## src/hdl/ias_pkg.sv

```systemverilog
// Shared constants, operation codes and controller/datapath link types for the array store.
package ias_pkg;

   // Default storage depth of the entry memory.
   localparam int DEPTH_DEFAULT = 256;

   // Field widths of the request and response items.
   localparam int KIND_W = 3;
   localparam int IDX_W  = 9;
   localparam int CNT_W  = 9;
   localparam int POS_W  = 8;
   localparam int WORD_W = 32;

   // Request operation codes.
   localparam logic [KIND_W-1:0] KIND_INSERT = 3'd0;
   localparam logic [KIND_W-1:0] KIND_DELETE = 3'd1;
   localparam logic [KIND_W-1:0] KIND_SEARCH = 3'd2;
   localparam logic [KIND_W-1:0] KIND_SUM    = 3'd3;
   localparam logic [KIND_W-1:0] KIND_READ   = 3'd4;

   // Capacity register value after reset.
   localparam logic [CNT_W-1:0] CAPACITY_RESET = 9'd256;

   // Commands from the controller to the datapath.
   typedef struct packed {
      logic start;
      logic scan;
      logic fin;
      logic swap;
      logic load_rsp;
   } ias_cmd_type;

   // Status from the datapath back to the controller.
   typedef struct packed {
      logic scan_done;
      logic need_swap;
   } ias_sts_type;

endpackage

```

## src/hdl/ias_ctrl.sv

```systemverilog
// Controller state machine that sequences each request through the datapath.
module ias_ctrl (
   input  logic                 clock,
   input  logic                 reset,
   input  logic                 req_valid,
   output logic                 req_ready,
   output logic                 rsp_valid,
   input  logic                 rsp_ready,
   output ias_pkg::ias_cmd_type cmd,
   input  ias_pkg::ias_sts_type sts
);

   typedef enum logic [4:0] {
      ST_IDLE = 5'b00001,
      ST_SCAN = 5'b00010,
      ST_FIN  = 5'b00100,
      ST_SWAP = 5'b01000,
      ST_DONE = 5'b10000
   } state_type;

   state_type state_ff, state_in;
   logic      rsp_valid_ff, rsp_valid_in;
   logic      slot_free;

   // The output register can take a new item once the old one is gone or leaving.
   assign slot_free = !rsp_valid_ff || rsp_ready;

   // Next state and command decode.
   always_comb begin
      state_in = state_ff;
      cmd      = '0;
      case (state_ff)
         ST_IDLE: begin
            if (req_valid) begin
               cmd.start = 1'b1;
               state_in  = ST_SCAN;
            end
         end
         ST_SCAN: begin
            cmd.scan = 1'b1;
            if (sts.scan_done) begin
               state_in = ST_FIN;
            end
         end
         ST_FIN: begin
            cmd.fin  = 1'b1;
            state_in = sts.need_swap ? ST_SWAP : ST_DONE;
         end
         ST_SWAP: begin
            cmd.swap = 1'b1;
            state_in = ST_DONE;
         end
         ST_DONE: begin
            if (slot_free) begin
               cmd.load_rsp = 1'b1;
               state_in     = ST_IDLE;
            end
         end
         default: begin
            state_in = ST_IDLE;
         end
      endcase
   end

   // Response valid flag: set when a result is loaded, cleared when it is taken.
   always_comb begin
      if (cmd.load_rsp) begin
         rsp_valid_in = 1'b1;
      end else if (rsp_ready) begin
         rsp_valid_in = 1'b0;
      end else begin
         rsp_valid_in = rsp_valid_ff;
      end
   end

   always_ff @(posedge clock) begin
      if (reset) begin
         state_ff     <= ST_IDLE;
         rsp_valid_ff <= 1'b0;
      end else begin
         state_ff     <= state_in;
         rsp_valid_ff <= rsp_valid_in;
      end
   end

   assign req_ready = (state_ff == ST_IDLE);
   assign rsp_valid = rsp_valid_ff;

endmodule

```

## config.mk

```make
export PLATFORM = sky130hd
export DESIGN_NAME = ias_ctrl
export DESIGN_NICKNAME = d
export VERILOG_FILES = /design/src/hdl/ias_pkg.sv /design/src/hdl/ias_ctrl.sv
export SDC_FILE = /design/constraint.sdc
export NUM_CORES = 1
export LEC_CHECK = 0
export BUFFER_PORTS_ARGS = -buffer_cell sky130_fd_sc_hd__buf_2
export CAP_MARGIN = 0
export CORE_AREA = 2 2 39 41
export CTS_CLUSTER_DIAMETER = 80
export DETAILED_ROUTE_END_ITERATION = 8
export DIE_AREA = 0 0 41 43
export GPL_TIMING_DRIVEN = 0
export RECOVER_POWER = 50
export REMOVE_ABC_BUFFERS = 1
export SETUP_SLACK_MARGIN = 0.02
export SYNTH_ARGS = -nofsm -noshare
export SYNTH_HDL_FRONTEND = slang
export SYNTH_SLANG_ARGS = --single-unit
export TNS_END_PERCENT = 30
```

## constraint.sdc

```tcl
create_clock -name clock -period 3.5 [get_ports clock]
set_clock_uncertainty 0.2 [all_clocks]
set_input_delay 0.175 -clock clock [delete_from_list [all_inputs] [get_ports clock]]
set_output_delay 0.175 -clock clock [all_outputs]
set_load 0.02 [all_outputs]
```

==> impl_metrics.tcl <==
set metrics [dict create \
    setup_viol_count_final 0 \
    worstSetupStartpointType "register" \
    io-pin-count 13 \
    cellLeakagePower_nw 0.218 \
    hold_viol_final 0 \
    htree_levels 1 \
    drive_gt1_share_pct 24.1 \
    dr_total_vias 342 \
    die_w_um 41 \
    reg2reg_slack_ns 1.89 \
    routed_via_density 4.62 \
    slew_violations 0 \
    totalWireLength_um 697 \
    cts_setup_buffers 0 \
    seq_area_frac_synth_pct 36.0 \
    hold_buffers 3 \
    stdcell_area_um2 457 \
    power_density_nw_per_um2 436 \
    core-area_um2 1380 \
    syn_area_um2 334 \
    finalSetupTns_ns 0 \
    cts_buffers 3 \
    fmaxAchievable_mhz 546 \
    ant_nets 0 \
    antenna_found_initial 0 \
    synth_top_area_share_pct 36.0 \
    portBuffers 12 \
    maxCapViolCount 0 \
    dp_slack_ns 1.89 \
    ys_seq_elements 6 \
    die_area_um2 1760 \
    synth_cells 41 \
    clockRootBuffer "clkbuf_4" \
    cts_tree "done" \
    irDropWorstVdd_uv 146 \
    placed_cell_area_um2 407 \
    grt_pass1_wl_um 1200 \
    yosysTopAreaCell "dfxtp_1" \
    synth_warnings 0 \
    avgSynthCellArea_um2 8.15 \
    std_cell_rows 14 \
    synth.distinct_cells 23 \
    min_path_type "input port to register" \
    drc_errors 0 \
    relSlewSlack_pct 77.6 \
    hpwlAfterDp_um 536 \
    crit_fanout 7 \
    r2r_start "state_ff[0]" \
    die_y_um 43 \
    cts.repair.resized 0 \
    fin_crit_ns 1.83 \
    rsz0062_at_grt "false" \
    nets 66 \
    clk_latency_ns 0.24 \
    grt_pass1_vias 293 \
    cts.sinks 6 \
    crit_required_ns 3.12 \
    crit_path_start "state_ff[0]" \
    arrival_ns 1.46 \
    gr-usage-all-layers_pct 10.4 \
    timing_worst_setup_path_type "register to primary output" \
    drt_iter0_markers 11 \
    tightest_slew_ns 0.332 \
    firstDrtPassIters 4 \
    clockBufferDepth 2 \
    detail_route.wl_per_cell_um 9.42 \
    end_kind "primary output" \
    grt_max_degree 8 \
    clk_pin_slew_worst_paths_ns 0.04 \
    status "finished clean" \
    diodes 0 \
    worst_slack_ns 1.67 \
    overflow 0 \
    synthTopCellsByArea "dfxtp_1 36%, and3b_1 5.2%, a21oi_1 4.5%, inv_1 4.5%, nor2_1 4.5%" \
    globalplace.congestion 0.777 \
    fin_crit_sh_pct 52.3 \
    hp-start "rsp_ready" \
    syn_to_final_growth_pct 36.7 \
    initial_core_util_pct 24.1 \
]
==> cells by family after synthesis <==
kind of cell / Yosys count / synth area share (%)
flip-flops: 6 / 36.0
AND/OR/NAND/NOR: 22 / 41.2
AO/OA/AOI/OAI: 8 / 16.1
buffers and inverters: 5 / 6.74
==> per-stage QoR <==
step	util (%)	std cells	power, W	hold WS, ns
2_1_floorplan	-	40	0.000119	0.0441
3_3_place_gp	29.4	68	0.000135	0.192
3_5_place_dp	29.4	68	0.000136	0.187
4_1_cts	33.2	74	0.000202	0.0137
5_1_grt	33.0	74	0.000215	0.0582
6_report	33.0	74	0.000199	0.0150
==> cell usage after synthesis (all sizes together) <==
| cell | instances |
|---|---|
| dfxtp | 6 |
| inv | 4 |
| nor2 | 4 |
| a21oi | 3 |
| and3 | 2 |
| and3b | 2 |
| nand2 | 2 |
| nor2b | 2 |
| nor3b | 2 |
| a311o | 1 |
| a31oi | 1 |
| and2 | 1 |
| buf | 1 |
| nand3 | 1 |
| nand4 | 1 |
| nand4bb | 1 |
| nor3 | 1 |
| nor4b | 1 |
| o21ai | 1 |
| o311ai | 1 |
| o31a | 1 |
| or2 | 1 |
| or3b | 1 |
==> metal layers <==
metal,part of all wire [%],track usage (%)
met5,0,0
met4,1.0,8.00
met3,9.3,3.14
met2,37,12.5
met1,53,14.5
==> placed cells by master (no fill, tap or decap), types with 2 or more instances in the layout <==
master         instances
clkbuf_1               2
dlygate4sd3_1          3
buf_2                 10
inv_1                  4
nand2_1                2
and3_1                 2
clkbuf_4               3
nor2_1                 4
nor3b_1                2
nor2b_1                2
dfxtp_1                6
and3b_1                2
a21oi_1                3
==> state kept, by name, indices dropped and copies added (netlist names) <==
register   count
rsp_valid      1
state_ff       5
==> worst max-delay path, stage by stage, from the launching register on <==
cell     delay [ns]
dfxtp_1        0.41
or3b_1         0.40
nor2_1         0.12
and2_1         0.13
buf_2          0.15
==> area by class of cell <==
type,instances,area (um2)
clock buffer,3,22.5
fill,152,927
inverter,4,15.0
multi-input combinational,30,191
sequential,6,120
tap,16,20.0
timing repair buffer,15,87.6
==> worst paths after layout <==
path                       to  depth (start not counted)
setup reg to reg  state_ff[2]                          3
hold / removal      rsp_valid                          4
hold reg to reg     rsp_valid                          2
setup / recovery       cmd[4]                          4
==> where the power goes <==
| part | internal [W] | leakage [nW] | switching, W |
|---|---|---|---|
| Sequential | 0.0000739 | 0.0489 | 0.00000770 |
| Combinational | 0.0000255 | 0.156 | 0.0000299 |
| Clock | 0.0000387 | 0.0138 | 0.0000235 |
No activity file was read; power rests on OpenSTA's default activity.
